--- src/sv/rgsa_pkg.sv ---
// ----------------------------------------------------------------------------
// rgsa_pkg
// Shared widths, register indexes, reset values and the command and status
// types that join the averager controller and datapath.
// ----------------------------------------------------------------------------
package rgsa_pkg;

    // field widths
    localparam int TEMP_SAMPLE_W = 12;
    localparam int HUM_SAMPLE_W  = 11;
    localparam int TEMP_BOUND_W  = 11;
    localparam int HUM_BOUND_W   = 10;
    localparam int COUNT_W       = 16;
    localparam int SUM_W         = 32;
    localparam int PERIOD_W      = 16;
    localparam int CFG_IDX_W     = 3;
    localparam int CFG_DATA_W    = 16;

    // request kinds
    localparam logic REQ_TICK  = 1'b0;
    localparam logic REQ_QUERY = 1'b1;

    // configuration register indexes
    localparam logic [CFG_IDX_W-1:0] REG_ENABLED        = 3'd0;
    localparam logic [CFG_IDX_W-1:0] REG_MEASURE_PERIOD = 3'd1;
    localparam logic [CFG_IDX_W-1:0] REG_TEMP_LOW       = 3'd2;
    localparam logic [CFG_IDX_W-1:0] REG_TEMP_HIGH      = 3'd3;
    localparam logic [CFG_IDX_W-1:0] REG_HUM_LOW        = 3'd4;
    localparam logic [CFG_IDX_W-1:0] REG_HUM_HIGH       = 3'd5;

    // reset values
    localparam logic [PERIOD_W-1:0]            DEF_PERIOD    = 16'd2000;
    localparam logic signed [TEMP_BOUND_W-1:0] DEF_TEMP_LOW  = -11'sd400;
    localparam logic signed [TEMP_BOUND_W-1:0] DEF_TEMP_HIGH = 11'sd800;
    localparam logic [HUM_BOUND_W-1:0]         DEF_HUM_LOW   = 10'd0;
    localparam logic [HUM_BOUND_W-1:0]         DEF_HUM_HIGH  = 10'd1000;

    // count saturation point
    localparam logic [COUNT_W-1:0] MAX_SAMPLES = 16'hFFFF;

    // controller to datapath commands
    typedef struct packed {
        logic tick_en;      // tick transaction accepted this cycle
        logic div_start;    // start a division
        logic div_sel_hum;  // 0 = temperature operands, 1 = humidity operands
        logic take_temp;    // capture temperature quotient
        logic take_hum;     // capture humidity quotient
        logic load_res;     // load result into output register
    } rgsa_cmd_t;

    // datapath to controller status
    typedef struct packed {
        logic div_done;     // quotient valid this cycle
    } rgsa_status_t;

endpackage

--- src/sv/rgsa_if.sv ---
// ----------------------------------------------------------------------------
// rgsa_if
// Valid/ready channels of the averager: request, response and register write.
// ----------------------------------------------------------------------------
interface rgsa_req_if;
    import rgsa_pkg::*;

    logic                            valid;
    logic                            ready;
    logic                            req_type;
    logic                            collect;
    logic signed [TEMP_SAMPLE_W-1:0] temp_sample;
    logic                            temp_ok;
    logic [HUM_SAMPLE_W-1:0]         hum_sample;
    logic                            hum_ok;

    modport source (
        output valid, req_type, collect, temp_sample, temp_ok, hum_sample, hum_ok,
        input  ready
    );
    modport sink (
        input  valid, req_type, collect, temp_sample, temp_ok, hum_sample, hum_ok,
        output ready
    );
endinterface

interface rgsa_rsp_if;
    import rgsa_pkg::*;

    logic                           valid;
    logic                           ready;
    logic signed [TEMP_BOUND_W-1:0] avg_temp;
    logic [HUM_BOUND_W-1:0]         avg_hum;
    logic [COUNT_W-1:0]             temp_samples;
    logic [COUNT_W-1:0]             hum_samples;

    modport source (
        output valid, avg_temp, avg_hum, temp_samples, hum_samples,
        input  ready
    );
    modport sink (
        input  valid, avg_temp, avg_hum, temp_samples, hum_samples,
        output ready
    );
endinterface

interface rgsa_cfg_if;
    import rgsa_pkg::*;

    logic                  valid;
    logic                  ready;
    logic [CFG_IDX_W-1:0]  index;
    logic [CFG_DATA_W-1:0] data;

    modport source (
        output valid, index, data,
        input  ready
    );
    modport sink (
        input  valid, index, data,
        output ready
    );
endinterface

--- src/sv/range_gated_sample_averager_unit.sv ---
// ----------------------------------------------------------------------------
// range_gated_sample_averager_unit
// Range-gated running average of temperature and humidity readings.
// ----------------------------------------------------------------------------
// A tick transaction, while the unit is enabled, updates the period timer
// and the range-gated sums and counts at once. For a query, one restoring
// divider, shared by both channels, produces one quotient bit per cycle,
// first for temperature and then for humidity, and then the output register
// is loaded once it is free. The request channel is busy for the
// whole query, but a finished response may wait in the output register while
// further ticks are accepted. Register writes are accepted every cycle.
module range_gated_sample_averager_unit (
    input  logic       clk,
    input  logic       rst_n,
    rgsa_req_if.sink   req,
    rgsa_rsp_if.source rsp,
    rgsa_cfg_if.sink   cfg
);
    import rgsa_pkg::*;

    rgsa_cmd_t    cmd;
    rgsa_status_t status;

    // register writes never stall
    assign cfg.ready = 1'b1;

    // sequencer
    rgsa_ctrl u_ctrl (
        .clk         (clk),
        .rst_n       (rst_n),
        .in_valid    (req.valid),
        .in_is_query (req.req_type == REQ_QUERY),
        .in_ready    (req.ready),
        .out_valid   (rsp.valid),
        .out_ready   (rsp.ready),
        .status      (status),
        .cmd         (cmd)
    );

    // accumulators, divider and result register
    rgsa_datapath u_datapath (
        .clk          (clk),
        .rst_n        (rst_n),
        .cmd          (cmd),
        .status       (status),
        .collect      (req.collect),
        .temp_sample  (req.temp_sample),
        .temp_ok      (req.temp_ok),
        .hum_sample   (req.hum_sample),
        .hum_ok       (req.hum_ok),
        .cfg_we       (cfg.valid),
        .cfg_index    (cfg.index),
        .cfg_data     (cfg.data),
        .avg_temp     (rsp.avg_temp),
        .avg_hum      (rsp.avg_hum),
        .temp_samples (rsp.temp_samples),
        .hum_samples  (rsp.hum_samples)
    );

endmodule

--- src/sv/rgsa_div.sv ---
// ----------------------------------------------------------------------------
// rgsa_div
// Restoring unsigned divider, 32-bit dividend by 16-bit divisor, one
// quotient bit per cycle. done pulses for one cycle when the quotient is ready.
// ----------------------------------------------------------------------------
module rgsa_div (
    input  logic                          clk,
    input  logic                          rst_n,
    input  logic                          start,
    input  logic [rgsa_pkg::SUM_W-1:0]    dividend,
    input  logic [rgsa_pkg::COUNT_W-1:0]  divisor,
    output logic                          done,
    output logic [rgsa_pkg::SUM_W-1:0]    quotient
);
    import rgsa_pkg::*;

    localparam int STEP_W = $clog2(SUM_W);

    logic                busy_reg;
    logic                done_reg;
    logic [STEP_W-1:0]   step_reg;
    logic [SUM_W-1:0]    quo_reg;
    logic [COUNT_W-1:0]  rem_reg;
    logic [COUNT_W-1:0]  dvs_reg;

    logic [COUNT_W:0]    rem_shift;
    logic [COUNT_W+1:0]  rem_diff;
    logic                fits;

    // trial subtraction
    assign rem_shift = {rem_reg, quo_reg[SUM_W-1]};
    assign rem_diff  = {1'b0, rem_shift} - {2'b00, dvs_reg};
    assign fits      = ~rem_diff[COUNT_W+1];

    // control
    always_ff @(posedge clk or negedge rst_n)
    begin
        if (!rst_n)
        begin
            busy_reg <= 1'b0;
            done_reg <= 1'b0;
            step_reg <= '0;
        end
        else
        begin
            done_reg <= 1'b0;
            if (start)
            begin
                busy_reg <= 1'b1;
                step_reg <= '0;
            end
            else if (busy_reg)
            begin
                step_reg <= step_reg + 1'b1;
                if (step_reg == STEP_W'(SUM_W - 1))
                begin
                    busy_reg <= 1'b0;
                    done_reg <= 1'b1;
                end
            end
        end
    end

    // quotient and remainder
    always_ff @(posedge clk)
    begin
        if (start)
        begin
            quo_reg <= dividend;
            rem_reg <= '0;
            dvs_reg <= divisor;
        end
        else if (busy_reg)
        begin
            quo_reg <= {quo_reg[SUM_W-2:0], fits};
            rem_reg <= fits ? rem_diff[COUNT_W-1:0] : rem_shift[COUNT_W-1:0];
        end
    end

    assign done     = done_reg;
    assign quotient = quo_reg;

endmodule

--- src/sv/rgsa_datapath.sv ---
// ----------------------------------------------------------------------------
// rgsa_datapath
// Configuration registers, range-gated accumulators, period timer, the
// shared divider and the result register of the averager.
// ----------------------------------------------------------------------------
module rgsa_datapath (
    input  logic                                  clk,
    input  logic                                  rst_n,
    input  rgsa_pkg::rgsa_cmd_t                   cmd,
    output rgsa_pkg::rgsa_status_t                status,
    // tick payload
    input  logic                                  collect,
    input  logic signed [rgsa_pkg::TEMP_SAMPLE_W-1:0] temp_sample,
    input  logic                                  temp_ok,
    input  logic [rgsa_pkg::HUM_SAMPLE_W-1:0]     hum_sample,
    input  logic                                  hum_ok,
    // register writes
    input  logic                                  cfg_we,
    input  logic [rgsa_pkg::CFG_IDX_W-1:0]        cfg_index,
    input  logic [rgsa_pkg::CFG_DATA_W-1:0]       cfg_data,
    // result register
    output logic signed [rgsa_pkg::TEMP_BOUND_W-1:0] avg_temp,
    output logic [rgsa_pkg::HUM_BOUND_W-1:0]      avg_hum,
    output logic [rgsa_pkg::COUNT_W-1:0]          temp_samples,
    output logic [rgsa_pkg::COUNT_W-1:0]          hum_samples
);
    import rgsa_pkg::*;

    // configuration
    logic                           enabled_reg;
    logic [PERIOD_W-1:0]            period_reg;
    logic signed [TEMP_BOUND_W-1:0] temp_low_reg;
    logic signed [TEMP_BOUND_W-1:0] temp_high_reg;
    logic [HUM_BOUND_W-1:0]         hum_low_reg;
    logic [HUM_BOUND_W-1:0]         hum_high_reg;

    // accumulation state
    logic [SUM_W-1:0]    temp_sum_reg,   temp_sum_next;
    logic [SUM_W-1:0]    hum_sum_reg,    hum_sum_next;
    logic [COUNT_W-1:0]  temp_count_reg, temp_count_next;
    logic [COUNT_W-1:0]  hum_count_reg,  hum_count_next;
    logic [PERIOD_W-1:0] timer_reg,      timer_next;
    logic                last_collect_reg, last_collect_next;

    // quotient holding and result registers
    logic signed [TEMP_BOUND_W-1:0] avg_temp_hold_reg;
    logic [HUM_BOUND_W-1:0]         avg_hum_hold_reg;
    logic signed [TEMP_BOUND_W-1:0] res_temp_reg;
    logic [HUM_BOUND_W-1:0]         res_hum_reg;
    logic [COUNT_W-1:0]             res_temp_cnt_reg;
    logic [COUNT_W-1:0]             res_hum_cnt_reg;

    logic                           clear_acc;
    logic [PERIOD_W-1:0]            period_eff;
    logic [PERIOD_W-1:0]            timer_inc;
    logic                           sample_hit;
    logic signed [TEMP_SAMPLE_W-1:0] temp_low_x;
    logic signed [TEMP_SAMPLE_W-1:0] temp_high_x;
    logic                           temp_take;
    logic                           hum_take;
    logic                           temp_neg;
    logic [SUM_W-1:0]               temp_mag;
    logic [SUM_W-1:0]               div_dividend;
    logic [COUNT_W-1:0]             div_divisor;
    logic                           div_done;
    logic [SUM_W-1:0]               div_quo;
    logic [TEMP_BOUND_W-1:0]        temp_q;

    // register writes; enabling from disabled clears accumulation
    always_ff @(posedge clk or negedge rst_n)
    begin
        if (!rst_n)
        begin
            enabled_reg   <= 1'b0;
            period_reg    <= DEF_PERIOD;
            temp_low_reg  <= DEF_TEMP_LOW;
            temp_high_reg <= DEF_TEMP_HIGH;
            hum_low_reg   <= DEF_HUM_LOW;
            hum_high_reg  <= DEF_HUM_HIGH;
        end
        else if (cfg_we)
        begin
            unique case (cfg_index)
                REG_ENABLED:        enabled_reg   <= cfg_data[0];
                REG_MEASURE_PERIOD: period_reg    <= cfg_data[PERIOD_W-1:0];
                REG_TEMP_LOW:       temp_low_reg  <= cfg_data[TEMP_BOUND_W-1:0];
                REG_TEMP_HIGH:      temp_high_reg <= cfg_data[TEMP_BOUND_W-1:0];
                REG_HUM_LOW:        hum_low_reg   <= cfg_data[HUM_BOUND_W-1:0];
                REG_HUM_HIGH:       hum_high_reg  <= cfg_data[HUM_BOUND_W-1:0];
                default:            ;
            endcase
        end
    end

    assign clear_acc = cfg_we && (cfg_index == REG_ENABLED) && cfg_data[0] && !enabled_reg;

    // period timer and window checks
    assign period_eff  = (period_reg == '0) ? PERIOD_W'(1) : period_reg;
    assign timer_inc   = timer_reg + 1'b1;
    assign sample_hit  = collect && (timer_inc >= period_eff);
    assign temp_low_x  = {temp_low_reg[TEMP_BOUND_W-1], temp_low_reg};
    assign temp_high_x = {temp_high_reg[TEMP_BOUND_W-1], temp_high_reg};
    assign temp_take   = sample_hit && temp_ok
                      && (temp_sample >= temp_low_x) && (temp_sample <= temp_high_x)
                      && (temp_count_reg != MAX_SAMPLES);
    assign hum_take    = sample_hit && hum_ok
                      && (hum_sample >= {1'b0, hum_low_reg})
                      && (hum_sample <= {1'b0, hum_high_reg})
                      && (hum_count_reg != MAX_SAMPLES);

    // tick update: a rising collect clears, otherwise timer and samples
    always_comb
    begin
        temp_sum_next     = temp_sum_reg;
        hum_sum_next      = hum_sum_reg;
        temp_count_next   = temp_count_reg;
        hum_count_next    = hum_count_reg;
        timer_next        = timer_reg;
        last_collect_next = last_collect_reg;
        if (clear_acc)
        begin
            temp_sum_next   = '0;
            hum_sum_next    = '0;
            temp_count_next = '0;
            hum_count_next  = '0;
            timer_next      = '0;
        end
        else if (cmd.tick_en && enabled_reg)
        begin
            last_collect_next = collect;
            if (collect && !last_collect_reg)
            begin
                temp_sum_next   = '0;
                hum_sum_next    = '0;
                temp_count_next = '0;
                hum_count_next  = '0;
                timer_next      = '0;
            end
            else if (collect)
            begin
                timer_next = sample_hit ? '0 : timer_inc;
                if (temp_take)
                begin
                    temp_sum_next   = temp_sum_reg
                                    + {{(SUM_W-TEMP_SAMPLE_W){temp_sample[TEMP_SAMPLE_W-1]}},
                                       temp_sample};
                    temp_count_next = temp_count_reg + 1'b1;
                end
                if (hum_take)
                begin
                    hum_sum_next   = hum_sum_reg + {{(SUM_W-HUM_SAMPLE_W){1'b0}}, hum_sample};
                    hum_count_next = hum_count_reg + 1'b1;
                end
            end
        end
    end

    always_ff @(posedge clk or negedge rst_n)
    begin
        if (!rst_n)
        begin
            temp_sum_reg     <= '0;
            hum_sum_reg      <= '0;
            temp_count_reg   <= '0;
            hum_count_reg    <= '0;
            timer_reg        <= '0;
            last_collect_reg <= 1'b0;
        end
        else
        begin
            temp_sum_reg     <= temp_sum_next;
            hum_sum_reg      <= hum_sum_next;
            temp_count_reg   <= temp_count_next;
            hum_count_reg    <= hum_count_next;
            timer_reg        <= timer_next;
            last_collect_reg <= last_collect_next;
        end
    end

    // divider operands: magnitude of the temperature sum, sign restored after
    assign temp_neg     = temp_sum_reg[SUM_W-1];
    assign temp_mag     = temp_neg ? (~temp_sum_reg + 1'b1) : temp_sum_reg;
    assign div_dividend = cmd.div_sel_hum ? hum_sum_reg : temp_mag;
    assign div_divisor  = cmd.div_sel_hum ? hum_count_reg : temp_count_reg;

    rgsa_div u_div (
        .clk      (clk),
        .rst_n    (rst_n),
        .start    (cmd.div_start),
        .dividend (div_dividend),
        .divisor  (div_divisor),
        .done     (div_done),
        .quotient (div_quo)
    );

    assign status.div_done = div_done;
    assign temp_q = temp_neg ? (~div_quo[TEMP_BOUND_W-1:0] + 1'b1) : div_quo[TEMP_BOUND_W-1:0];

    // quotient capture, zero when disabled or no samples
    always_ff @(posedge clk)
    begin
        if (cmd.take_temp)
        begin
            avg_temp_hold_reg <= (enabled_reg && temp_count_reg != '0) ? temp_q : '0;
        end
        if (cmd.take_hum)
        begin
            avg_hum_hold_reg <= (enabled_reg && hum_count_reg != '0)
                              ? div_quo[HUM_BOUND_W-1:0] : '0;
        end
        if (cmd.load_res)
        begin
            res_temp_reg     <= avg_temp_hold_reg;
            res_hum_reg      <= avg_hum_hold_reg;
            res_temp_cnt_reg <= enabled_reg ? temp_count_reg : '0;
            res_hum_cnt_reg  <= enabled_reg ? hum_count_reg : '0;
        end
    end

    assign avg_temp     = res_temp_reg;
    assign avg_hum      = res_hum_reg;
    assign temp_samples = res_temp_cnt_reg;
    assign hum_samples  = res_hum_cnt_reg;

endmodule

--- src/sv/rgsa_ctrl.sv ---
// ----------------------------------------------------------------------------
// rgsa_ctrl
// Sequencer of the averager: takes transactions, runs the two divisions of a
// query and hands the result to the output register.
// ----------------------------------------------------------------------------
module rgsa_ctrl (
    input  logic                   clk,
    input  logic                   rst_n,
    input  logic                   in_valid,
    input  logic                   in_is_query,
    output logic                   in_ready,
    output logic                   out_valid,
    input  logic                   out_ready,
    input  rgsa_pkg::rgsa_status_t status,
    output rgsa_pkg::rgsa_cmd_t    cmd
);
    import rgsa_pkg::*;

    typedef enum logic [1:0] {
        S_IDLE,
        S_DIV_TEMP,
        S_DIV_HUM,
        S_LOAD
    } state_t;

    state_t state_reg, state_next;
    logic   out_valid_reg, out_valid_next;
    logic   in_fire;
    logic   out_free;

    assign in_ready = (state_reg == S_IDLE);
    assign in_fire  = in_valid && in_ready;
    assign out_free = !out_valid_reg || out_ready;

    // next state and commands
    always_comb
    begin
        state_next      = state_reg;
        out_valid_next  = out_valid_reg && !out_ready;
        cmd             = '0;
        unique case (state_reg)
            S_IDLE:
            begin
                if (in_fire && !in_is_query)
                begin
                    cmd.tick_en = 1'b1;
                end
                else if (in_fire)
                begin
                    cmd.div_start = 1'b1;
                    state_next    = S_DIV_TEMP;
                end
            end
            S_DIV_TEMP:
            begin
                if (status.div_done)
                begin
                    cmd.take_temp   = 1'b1;
                    cmd.div_start   = 1'b1;
                    cmd.div_sel_hum = 1'b1;
                    state_next      = S_DIV_HUM;
                end
            end
            S_DIV_HUM:
            begin
                cmd.div_sel_hum = 1'b1;
                if (status.div_done)
                begin
                    cmd.take_hum = 1'b1;
                    state_next   = S_LOAD;
                end
            end
            S_LOAD:
            begin
                if (out_free)
                begin
                    cmd.load_res   = 1'b1;
                    out_valid_next = 1'b1;
                    state_next     = S_IDLE;
                end
            end
            default:
            begin
                state_next = S_IDLE;
            end
        endcase
    end

    // state and output valid
    always_ff @(posedge clk or negedge rst_n)
    begin
        if (!rst_n)
        begin
            state_reg     <= S_IDLE;
            out_valid_reg <= 1'b0;
        end
        else
        begin
            state_reg     <= state_next;
            out_valid_reg <= out_valid_next;
        end
    end

    assign out_valid = out_valid_reg;

    // a query transaction always starts the temperature division
    a_query_starts: assert property (@(posedge clk) disable iff (!rst_n)
        (in_fire && in_is_query) |=> (state_reg == S_DIV_TEMP))
        else $error("query did not start division");

    // the result register is never overwritten while its result is pending
    a_load_free: assert property (@(posedge clk) disable iff (!rst_n)
        cmd.load_res |-> (!out_valid_reg || out_ready))
        else $error("result overwritten before delivery");

    // a response appears only after a load
    a_valid_after_load: assert property (@(posedge clk) disable iff (!rst_n)
        $rose(out_valid_reg) |-> $past(cmd.load_res))
        else $error("response valid without load");

    // a tick never runs alongside a division
    a_tick_idle: assert property (@(posedge clk) disable iff (!rst_n)
        cmd.tick_en |-> (state_reg == S_IDLE && !cmd.div_start))
        else $error("tick taken while busy");

endmodule
--- src/flat_wrapper.sv ---
// flat-port wrapper written by rule: the top's interface ports become plain ports
module range_gated_sample_averager_unit_flat import rgsa_pkg::*;
  (clk, rst_n, req_valid, req_req_type, req_collect, req_temp_sample, req_temp_ok, req_hum_sample, req_hum_ok, req_ready, rsp_valid, rsp_avg_temp, rsp_avg_hum, rsp_temp_samples, rsp_hum_samples, rsp_ready, cfg_valid, cfg_index, cfg_data, cfg_ready);
  rgsa_req_if req_i ();
  rgsa_rsp_if rsp_i ();
  rgsa_cfg_if cfg_i ();
  input  logic clk;
  input  logic rst_n;
  input wire logic [$bits(req_i.valid)-1:0] req_valid;
  input wire logic [$bits(req_i.req_type)-1:0] req_req_type;
  input wire logic [$bits(req_i.collect)-1:0] req_collect;
  input wire logic [$bits(req_i.temp_sample)-1:0] req_temp_sample;
  input wire logic [$bits(req_i.temp_ok)-1:0] req_temp_ok;
  input wire logic [$bits(req_i.hum_sample)-1:0] req_hum_sample;
  input wire logic [$bits(req_i.hum_ok)-1:0] req_hum_ok;
  output wire logic [$bits(req_i.ready)-1:0] req_ready;
  output wire logic [$bits(rsp_i.valid)-1:0] rsp_valid;
  output wire logic [$bits(rsp_i.avg_temp)-1:0] rsp_avg_temp;
  output wire logic [$bits(rsp_i.avg_hum)-1:0] rsp_avg_hum;
  output wire logic [$bits(rsp_i.temp_samples)-1:0] rsp_temp_samples;
  output wire logic [$bits(rsp_i.hum_samples)-1:0] rsp_hum_samples;
  input wire logic [$bits(rsp_i.ready)-1:0] rsp_ready;
  input wire logic [$bits(cfg_i.valid)-1:0] cfg_valid;
  input wire logic [$bits(cfg_i.index)-1:0] cfg_index;
  input wire logic [$bits(cfg_i.data)-1:0] cfg_data;
  output wire logic [$bits(cfg_i.ready)-1:0] cfg_ready;
  assign req_i.valid = req_valid;
  assign req_i.req_type = req_req_type;
  assign req_i.collect = req_collect;
  assign req_i.temp_sample = req_temp_sample;
  assign req_i.temp_ok = req_temp_ok;
  assign req_i.hum_sample = req_hum_sample;
  assign req_i.hum_ok = req_hum_ok;
  assign req_ready = req_i.ready;
  assign rsp_valid = rsp_i.valid;
  assign rsp_avg_temp = rsp_i.avg_temp;
  assign rsp_avg_hum = rsp_i.avg_hum;
  assign rsp_temp_samples = rsp_i.temp_samples;
  assign rsp_hum_samples = rsp_i.hum_samples;
  assign rsp_i.ready = rsp_ready;
  assign cfg_i.valid = cfg_valid;
  assign cfg_i.index = cfg_index;
  assign cfg_i.data = cfg_data;
  assign cfg_ready = cfg_i.ready;
  range_gated_sample_averager_unit u_core (.clk(clk), .rst_n(rst_n), .req(req_i), .rsp(rsp_i), .cfg(cfg_i));
endmodule
--- config.mk ---
export PLATFORM = sky130hd
export DESIGN_NAME = range_gated_sample_averager_unit_flat
export DESIGN_NICKNAME = d
export VERILOG_FILES = /design/src/sv/rgsa_pkg.sv /design/src/sv/rgsa_if.sv /design/src/sv/range_gated_sample_averager_unit.sv /design/src/sv/rgsa_div.sv /design/src/sv/rgsa_datapath.sv /design/src/sv/rgsa_ctrl.sv /design/src/flat_wrapper.sv
export SDC_FILE = /design/constraint.sdc
export NUM_CORES = 1
export LEC_CHECK = 0
export BUFFER_PORTS_ARGS = -buffer_cell sky130_fd_sc_hd__buf_2
export CORE_AREA = 4 4 217 219
export DETAILED_ROUTE_END_ITERATION = 6
export DIE_AREA = 0 0 221 223
export GPL_TIMING_DRIVEN = 0
export PLACE_DENSITY = 0.66
export SETUP_SLACK_MARGIN = 0.2
export SLEW_MARGIN = 5
export SYNTH_ARGS = -nofsm -noshare
export SYNTH_HDL_FRONTEND = slang
export SYNTH_SLANG_ARGS = --single-unit
--- constraint.sdc ---
create_clock -name clk -period 4.3 [get_ports clk]
set_input_delay 0.215 -clock clk [delete_from_list [all_inputs] [get_ports clk]]
set_output_delay 0.215 -clock clk [all_outputs]
set_load 0.02 [all_outputs]
; ---- Word-level counts from Yosys, hierarchy flattened
; Index checks and enable logic that the tools add are counted.
[op_classes]
add_sub_neg = 9
mux = 61
n_eq_ne = 16
reduce_logical = 46
order_cmp = 5
bitwise_logic = 4
[ops]
columns = cell, count
row1 = $mux W32, 14
row2 = $mux W16, 18
row3 = $add A16 B1 Y16 const B, 3
row4 = $add A32 B1 Y32 const B, 1
row5 = $add A32 B11 Y32, 1
row6 = $add A32 B32 Y32, 1
row7 = $ne A16 B16 Y1 const B, 2
row8 = $not A32 Y32, 1
row9 = $reduce_bool A16 Y1, 2
row10 = $logic_and A1 B1 Y1, 19
row11 = $sub A17 B16 Y18, 1
row12 = $mux W1, 17
row13 = $ge A16 B16 Y1, 1
row14 = $logic_not A16 Y1, 1
row15 = $reduce_and A2 Y1, 8
row16 = $ge A12 B11 Y1, 1
row17 = $le A12 B11 Y1, 1
row18 = $add A11 B1 Y11 const B, 1
row19 = $ge A11 B10 Y1, 1
row20 = $le A11 B10 Y1, 1
row21 = $mux W11, 1
row22 = $not A11 Y11, 1
row23 = $mux W2, 5
row24 = $mux W5, 2
row25 = other kinds (21), 37
[totals]
ff_bits = 320
output_inout_bits = 56

; ---- Depth between registers and ports, before layout
; Gate-level depths: netlist of run 1.
[logic_depth]
ltp_word = 13
depth_mapped = 18

; ---- Cells and area by module
; A second synthesis of run 1 with hierarchy kept.
[unflattened]
hier_cells = 1990
hier_area_um2 = 19399.9
[modules_own_cells]
columns = module, area_each_um2, cells_each, n_inst
row1 = rgsa_datapath, 15102.0, 1600, 1
row2 = rgsa_div, 4012.6, 360, 1
row3 = rgsa_ctrl, 274.0, 28, 1
row4 = range_gated_sample_averager_unit, 11.3, 2, 1

; ---- Least setup slack after synthesis of run 1
; No wires, ideal clock.
[synth_timing]
path_kind = flip-flop to flip-flop
from = reg u_core.u_datapath.timer_reg[0]
to = reg u_core.u_datapath.hum_sum_reg[11]
arrival_time_ns = 3.693
setup_ns = 0.132
period_less_slack_ns = 3.825
slack_ns = 0.475
n_path_buf = 2
required_time_ns = 4.168
path_stages_with_launch = 18
cell_sequence = dfrtp_1 ha_1 nand3_1 nor2_1 and3_1 and3_1 nand3_1 xnor2_1 ha_1 nand4_1 o31ai_1 nand2_1 a2111oi_2 buf_2 buf_2 a21oi_1 o21ai_0 o31ai_1
[synth_between]
elab_chain_len = 9
[synth_lines]
columns = element, line_no
row1 = start: declaration, rgsa_datapath.sv:42  ; logic [PERIOD_W-1:0] timer_reg, timer_next;
row2 = start signal: assignment, rgsa_datapath.sv:175  ; timer_reg <= timer_next;
row3 = $add A16 B1 Y16, rgsa_datapath.sv:99  ; assign timer_inc = timer_reg + 1'b1;
row4 = $ge A16 B16 Y1, rgsa_datapath.sv:100  ; assign sample_hit = collect && (timer_inc >= period_eff);
row5 = $logic_and A1 B1 Y1, rgsa_datapath.sv:100
row6 = $logic_and A1 B1 Y1, rgsa_datapath.sv:106  ; assign hum_take = sample_hit && hum_ok
row7 = $logic_and A1 B1 Y1, rgsa_datapath.sv:107  ; && (hum_sample >= {1'b0, hum_low_reg})
row8 = $logic_and A1 B1 Y1, rgsa_datapath.sv:108  ; && (hum_sample <= {1'b0, hum_high_reg})
row9 = $logic_and A1 B1 Y1, rgsa_datapath.sv:109  ; && (hum_count_reg != MAX_SAMPLES);
row10 = $reduce_bool A3 Y1 (no line), --
row11 = $reduce_and A3 Y1 (no line), --
row12 = end signal: assignment, rgsa_datapath.sv:172  ; hum_sum_reg <= hum_sum_next;
row13 = end: declaration, rgsa_datapath.sv:39  ; logic [SUM_W-1:0] hum_sum_reg, hum_sum_next;
; No other way between the ends.
; A chain may end at the register's enable or synchronous reset.

; ---- Final worst setup path of run 1
[layout_timing]
from = reg u_core.u_datapath.timer_reg[1]
to = reg u_core.u_datapath.temp_sum_reg[21]
[layout_between]
elab_chain_len = 9
[layout_lines]
columns = element, line_no
row1 = $add A16 B1 Y16, rgsa_datapath.sv:99
row2 = $ge A16 B16 Y1, rgsa_datapath.sv:100
row3 = $logic_and A1 B1 Y1, rgsa_datapath.sv:100
row4 = $logic_and A1 B1 Y1, rgsa_datapath.sv:103  ; assign temp_take = sample_hit && temp_ok
row5 = $logic_and A1 B1 Y1 (2 in a row), rgsa_datapath.sv:104  ; && (temp_sample >= temp_low_x) && (temp_sample <= temp_high_x)
row6 = $logic_and A1 B1 Y1, rgsa_datapath.sv:105  ; && (temp_count_reg != MAX_SAMPLES);
row7 = $reduce_bool A3 Y1 (no line), --
row8 = $reduce_and A3 Y1 (no line), --
row9 = end signal: assignment, rgsa_datapath.sv:171  ; temp_sum_reg <= temp_sum_next;
row10 = end: declaration, rgsa_datapath.sv:38  ; logic [SUM_W-1:0] temp_sum_reg, temp_sum_next;
; No other way between the ends.

==> results.yml, run 1 <==
synthesis:
  yosysWarnings: 0
  synth.distinct_cells: 79
  synthArstFlopShare_pct: 56.9
  syn_area_mm2: 0.0187
  ys_seq_area_share_pct: 45.8
  synth_nets: 2129
  synth-edff-count: 122
  ys.flop_type: "dfrtp_1"
  synth_area_per_cell_um2: 9.63
  syn_inst: 1944
  ys_ff_latch: 320
finish:
  fin_cells: 2743
  drive_above_1_share_pct: 13.8
  final_util_pct: 48.2
  final_cell_mix: "nand2_1, o21ai_0, dfrtp_1, ha_1, edfxtp_1"
  area_growth_syn_to_layout_pct: 16.2
  finalNetCount: 2302
  layout_commonest_cell: "nand2_1"
  antennaDiodeCount: 0
job:
  max_cap_violations: 0
detailed_routing:
  top_layer: "met5"
  vias: 15295
  antenna_left: 0
  avgViaCountPerCell: 5.58
  drtIter0Drc: 1296
  wl_um: 50600
  wl_per_cell_um: 18.4
  wl_met2_um: 23700
  drcViolationCount: 0
  wl_met1_um: 21800
  dr_wl_met3_um: 3400
  dr.pass1.iters: 5
sta:
  fmax_ghz: 0.252
  slew_violations: 0
  clock_skew_ns: 0.0187
  holdWs_ns: 0.0689
  slew_headroom_pct: 17.3
  fin_ws_ns: 0.339
  hold_violations: 0
  finalCriticalPeriod_ns: 3.96
  setup_viol: 0
  fin_crit_sh_pct: 92.1
  rsz0062_at_grt: "false"
  worst_pin_slew_ns: 1.24
floorplan:
  start_util_pct: 41.5
  ios: 107
  fp.dieH_um: 223
  core_area_mm2: 0.0451
  die_x_um: 221
  die_area_mm2: 0.0493
  rows: 78
global_routing:
  grt_pass1_vias: 14865
  grt_max_degree: 105
  grt_use_total_pct: 20.0
  grt_pass1_wl_um: 80300
  grt_antenna_before_repair: 3
  grt.overflow.total: 0
cts:
  clock_path_buffers: 3
  clock_sinks: 320
  cts_tree: "done"
  cts_max_level: 2
  clock_latency_ns: 0.56
  root_buffer: "clkbuf_16"
  path_clk_slew_ns: 0.06
  cts_buffers: 36
worst_hold_path:
  worst_hold_path_type: "input port to flip-flop"
critical_path:
  cp.required_ns: 4.76
  critPathKind: "flip-flop to flip-flop"
  critical_path.max_fanout: 7
  end_kind: "flip-flop"
  cp-start-kind: "flip-flop"
  arrival_ns: 4.42
pwr:
  ir_drop_v: 0.000329
  leakagePower_nw: 9.57
  p_per_area_mw_per_mm2: 580
placed_design:
  dp_hpwl_um: 37500
  port-buffer-count: 105
  gp_congestion: 0.939
  pre_cts_ws_ns: -0.866
  dp_cells: 2651
run_status:
  status: "complete, no violations"
-- area by class of cell --
cell class | count | area, um2
plain buffers | 84 | 389
multi-input cells | 1429 | 9590
flip-flops and latches | 320 | 8570
clock inverters | 18 | 198
clock buffers | 46 | 978
repair buffers | 135 | 868
fillers | 4238 | 23300
well taps | 600 | 751
inverters | 111 | 417
-- worst max-delay path: stages, from the launching register on --
cell	delay, ns
dfrtp_1	0.45
ha_4	0.19
nand3_2	0.13
nor2_4	0.18
and3_4	0.22
and3_4	0.21
nand3_1	0.13
xnor2_2	0.18
ha_1	0.31
nand4_1	0.15
o31ai_4	0.32
nand2_2	0.14
nor4_4	0.27
buf_6	0.17
buf_12	0.12
a21oi_4	0.04
buf_12	0.18
buf_4	0.15
o41ai_1	0.31
-- routing by layer --
metal / vias up / GRT usage, %
met1: 7305 / 26.3
met3: 109 / 3.63
met4: 4 / 7.21
met5: - / 0
li1: 7383 / -
met2: 494 / 33.1
-- path summary, 6_finish.rpt --
kind                       cells after the start  slack, ns                                   start                                  end
min reg2reg                                    0       0.42  u_core.u_datapath.avg_temp_hold_reg[1]        u_core.u_datapath.avg_temp[1]
min                                            3       0.07                            cfg_index[1]  u_core.u_datapath.temp_high_reg[10]
min in group asynchronous                      2       0.31                                   rst_n     u_core.u_datapath.period_reg[13]
max reg2reg                                   18       0.34          u_core.u_datapath.timer_reg[1]   u_core.u_datapath.temp_sum_reg[21]
max in group asynchronous                      3       3.06                                   rst_n   u_core.u_datapath.temp_sum_reg[25]
max                                           18       0.34          u_core.u_datapath.timer_reg[1]   u_core.u_datapath.temp_sum_reg[21]
-- power by group --
group,internal (W),switching [W],leakage [nW]
Sequential,0.00405,0.000501,3.66
Clock,0.00180,0.00128,0.571
Combinational,0.00194,0.00303,5.34
-- cell families (layout without fill, tap and decap cells) --
group	after synthesis	in the layout	synth area share (%)
AO/OA/AOI/OAI	544	544	17.8
XOR/XNOR	98	98	4.59
adder cells (fa/ha/maj)	134	134	9.08
buffers and inverters	195	394	3.98
flip-flops	320	320	45.8
multiplexers	58	58	3.37
other	1	1	0.0200
AND/OR/NAND/NOR	594	594	15.4
-- what timing repair did --
| action | 4_1_cts | 5_1_grt |
|---|---|---|
| resized for setup | 35 | 37 |
| setup endpoints to repair | 96 | 106 |
| pin swaps | 4 | 5 |
| endpoints found under the hold margin | 117 | 0 |
| hold buffers | 17 | 0 |
| buffers inserted | 7 | 4 |
-- cells in the mapped netlist (all sizes together), types with 8 or more instances --
library cell | n | area, um2
o21a | 10 | 75.1
dfrtp | 162 | 4050
a21o | 27 | 203
clkbuf | 72 | 270
xor2 | 54 | 473
mux2 | 40 | 450
or4 | 9 | 67.6
buf | 12 | 58.8
o211ai | 13 | 97.6
edfxtp | 122 | 3660
nor3 | 22 | 110
nand3 | 54 | 270
nor2 | 74 | 278
a21oi | 108 | 548
nand2 | 247 | 927
or3 | 16 | 100
nor4 | 17 | 113
o31ai | 43 | 323
nand4 | 22 | 138
ha | 131 | 1640
o41ai | 8 | 70.1
a41oi | 12 | 105
inv | 110 | 413
a211oi | 9 | 67.6
and2 | 49 | 307
o21ai | 246 | 1230
mux2i | 18 | 180
dfstp | 20 | 526
and3 | 31 | 194
o21bai | 8 | 60.1
dfxtp | 16 | 320
nor2b | 19 | 119
xnor2 | 44 | 385
nand2b | 13 | 81.3
a31oi | 13 | 81.3
-- through the flow --
step / TNS, ns / area [um2] / power [W]
after floorplan: 0 / 18700 / 0.00802
after global placement: -64.15 / 20000 / 0.00926
after detailed placement: -67.72 / 20100 / 0.00944
after CTS: 0 / 21600 / 0.0126
after global routing: 0 / 21800 / 0.0135
final: 0 / 21800 / 0.0126
No activity file was read; power rests on OpenSTA's default activity.
==> inputs of run 2 (changes only) <==
Settings changed: ABC_AREA from default to 1, CORE_AREA 4 4 217 219 to 4 4 233 235, DIE_AREA 0 0 221 223 to 0 0 237 239.
==> results.yml, run 2 <==
run_status:
  status: "complete, no violations"
synthesis:
  synth.distinct_cells: 53
  syn_area_mm2: 0.0218
  yosysWarnings: 0
  synth_common_cells: "nand2_1, inv_1, nor2_1"
  synth_nets: 3186
  netlist.top_cell.by_area: "dfrtp_1"
  ys_ff_latch: 320
  yosys.area_share.simple_pct: 31.5
  synth_top_family_by_area: "simple AND/OR/NAND/NOR gates"
  ys_seq_area_share_pct: 39.4
  synthArstFlopShare_pct: 56.9
  ys.flop_type: "dfrtp_1"
  synth_xor_area_share_pct: 3.14
  synth-edff-count: 122
  synth_fa_ha_area_share_pct: 7.81
  synth_mux_area_share_pct: 0
  synth-compound-area-share_pct: 8.24
  yosysMostFrequentCell: "nand2_1"
  synthTopCellsByArea: "dfrtp_1, edfxtp_1, nand2_1"
  syn_inst: 3001
  synth_area_per_cell_um2: 7.25
  yosysTopAreaCellShare_pct: 18.6
detailed_routing:
  wl_per_cell_um: 16.3
  vias: 19962
  antenna_left: 0
  drcViolationCount: 0
  drtIter0Drc: 1648
  avgViaCountPerCell: 5.15
  wl_um: 63300
  dr.pass1.iters: 5
finish:
  final_cell_mix: "nand2_1, inv_1, nor2_1, nand3_1, dfrtp_1"
  layout_commonest_cell: "nand2_1"
  finalNetCount: 3343
  fin_cells: 3877
  multi_input_comb_area_mm2: 0.0111
  area_growth_syn_to_layout_pct: 12.9
  fill_cells: 5283
  seq_area_mm2: 0.00856
  drive_above_1_share_pct: 8.85
floorplan:
  die_area_mm2: 0.0566
  rows: 84
  fp.dieH_um: 239
  die_x_um: 237
  core_area_mm2: 0.0522
  start_util_pct: 41.6
  ios: 107
sta:
  tns_ns: 0
  fin_crit_sh_pct: 84.6
  finalCriticalPeriod_ns: 3.64
  worst_pin_slew_ns: 1.32
  clock_skew_ns: 0.0357
  rsz0062_at_grt: "false"
  setup_viol: 0
  slew_headroom_pct: 11.2
  slew_violations: 0
  fmax_ghz: 0.275
  hold_violations: 0
cts:
  root_buffer: "clkbuf_16"
  cts_buffers: 38
  cts_max_level: 2
  clock_path_buffers: 3
  path_clk_slew_ns: 0.06
  clock_latency_ns: 0.56
  clock_sinks: 320
  cts_tree: "done"
critical_path:
  arrival_ns: 4.09
  cpPeakStageDelay_ns: 0.40
  critPathKind: "flip-flop to flip-flop"
  path_buf_inv: 4
  crit_chain: "ha_1, nand3_1, inv_1, nand3_1, nor3_2, nand2_1, nor2_1, xor2_1, inv_1, ha_1, nand2_1, o21ai_0, a21oi_1, nand2_1, nand2_1, nor2_1, nand3_2, nand2_4, nand2_4, buf_8, buf_12, nand2_2, nand2_1"
  cp.required_ns: 4.75
  critical_path.max_fanout: 10
  end_kind: "flip-flop"
  crit_path_frequent_cell: "nand2_1"
  cp-start-kind: "flip-flop"
  path_delay_family: "simple AND/OR/NAND/NOR gates"
  cpMaxStageDelayCell: "dfrtp_1"
pwr:
  p_sw_w: 0.00628
  combPwrFrac_pct: 44.5
  p_per_area_mw_per_mm2: 588
  leakagePower_nw: 12.6
  netSwitchingFraction_pct: 43.5
  ir_drop_v: 0.000269
  power_frac_clock_pct: 22.4
  p_total_w: 0.0144
  seqPwrFrac_pct: 33.2
  p_int_w: 0.00815
global_routing:
  grt_max_degree: 108
  grt_pass1_vias: 18727
  grt_pass1_wl_um: 100000
  grt.overflow.total: 0
  grt_use_total_pct: 22.0
  grt_antenna_before_repair: 3
placed_design:
  dp_hpwl_um: 49000
  dp_cells: 3796
  gp_congestion: 0.992
  port-buffer-count: 105
worst_hold_path:
  worst_hold_path_type: "input port to flip-flop"
job:
  max_cap_violations: 0
-- run 2: cell count changes after synthesis, sizes merged, moves of 28 or more --
cell    change
nor3       +49
nand2     +688
and2       -47
nor2      +177
clkbuf     -28
o31ai      -43
inv       +333
and3       -30
buf        +43
nand4      +36
o21ai      -90
nand3     +193
mux2       -40
-- run 2: final timing paths --
path | startpoint | to | slack (ns) | depth (start not counted)
max reg2reg | u_core.u_datapath.timer_reg[0] | u_core.u_datapath.hum_sum_reg[27] | 0.66 | 23
max | u_core.u_datapath.timer_reg[0] | u_core.u_datapath.hum_sum_reg[27] | 0.66 | 23
max in group asynchronous | rst_n | u_core.u_datapath.temp_count_reg[2] | 3.06 | 3
min in group asynchronous | rst_n | u_core.u_datapath.period_reg[15] | 0.21 | 2
min | cfg_data[7] | u_core.u_datapath.hum_low_reg[7] | 0.03 | 3
min reg2reg | u_core.u_datapath.avg_hum_hold_reg[4] | u_core.u_datapath.avg_hum[4] | 0.42 | 0
-- run 2: routing by layer --
layer / track usage [%] / routed length (um) / vias up
met1: 30.3 / 28200 / 9154
met2: 35.4 / 28400 / 641
met5: 0 / 12 / -
met3: 4.22 / 4940 / 117
met4: 6.76 / 1810 / 2
li1: - / - / 10048
-- run 2: logic make-up (layout without fill, tap and decap cells) --
logic type | count (synthesis) | in the layout
AOI/OAI and AO/OA | 318 | 318
buffers and inverters | 543 | 729
and+or+nand+nor | 1607 | 1607
adders and majority gates | 134 | 134
xor gates and xnor gates | 78 | 78
other | 1 | 3
DFF | 320 | 320
-- run 2: repair_timing --
action / 4_1_cts / 5_1_grt
hold buffers: 8 / 0
setup endpoints to repair: 0 / 59
gates resized for setup: 0 / 3
buffers inserted: 0 / 2
hold endpoints to repair: 68 / 0
-- run 2: worst register-to-register path: cells and delay by family, from the launching register on --
family | cells | cell delay [ns]
buffers and inverters | 4 | 0.53
XOR/XNOR | 1 | 0.25
AO/OA/AOI/OAI | 2 | 0.25
flip-flops | 1 | 0.40
adder cells (fa/ha/maj) | 2 | 0.51
AND/OR/NAND/NOR | 14 | 1.60
-- run 2: power groups by stage --
stage | logic [W] | registers (W) | clock network [W]
2_1_floorplan | 0.00449 | 0.00481 | 0
3_3_place_gp | 0.00623 | 0.00485 | 0
3_5_place_dp | 0.00633 | 0.00482 | 0
4_1_cts | 0.00637 | 0.00477 | 0.00329
5_1_grt | 0.00730 | 0.00487 | 0.00342
6_report | 0.00642 | 0.00479 | 0.00323
-- run 2: stage by stage --
step | worst slack [ns] | instance area (um2) | hold WS [ns] | util, %
after CTS | 0.340 | 24500 | 0.00309 | 47.0
after global placement | -0.559 | 23100 | 0.404 | 44.3
after detailed placement | 0.358 | 23200 | 0.242 | 44.4
after global routing | 0.233 | 24600 | 0.0362 | 47.0
final | 0.663 | 24600 | 0.0348 | 47.0
after floorplan | 0.682 | 21800 | -0.0806 | -
-- run 2: area by class of cell --
class	count	area share [%]
Multi-Input combinational cell	2138	45.0
Sequential cell	320	34.9
Inverter	444	6.78
Clock buffer	51	4.23
Tap cell	688	3.50
Timing Repair Buffer	117	2.76
Buffer	99	2.04
Clock inverter	18	0.810
Antenna cell	2	0.0204
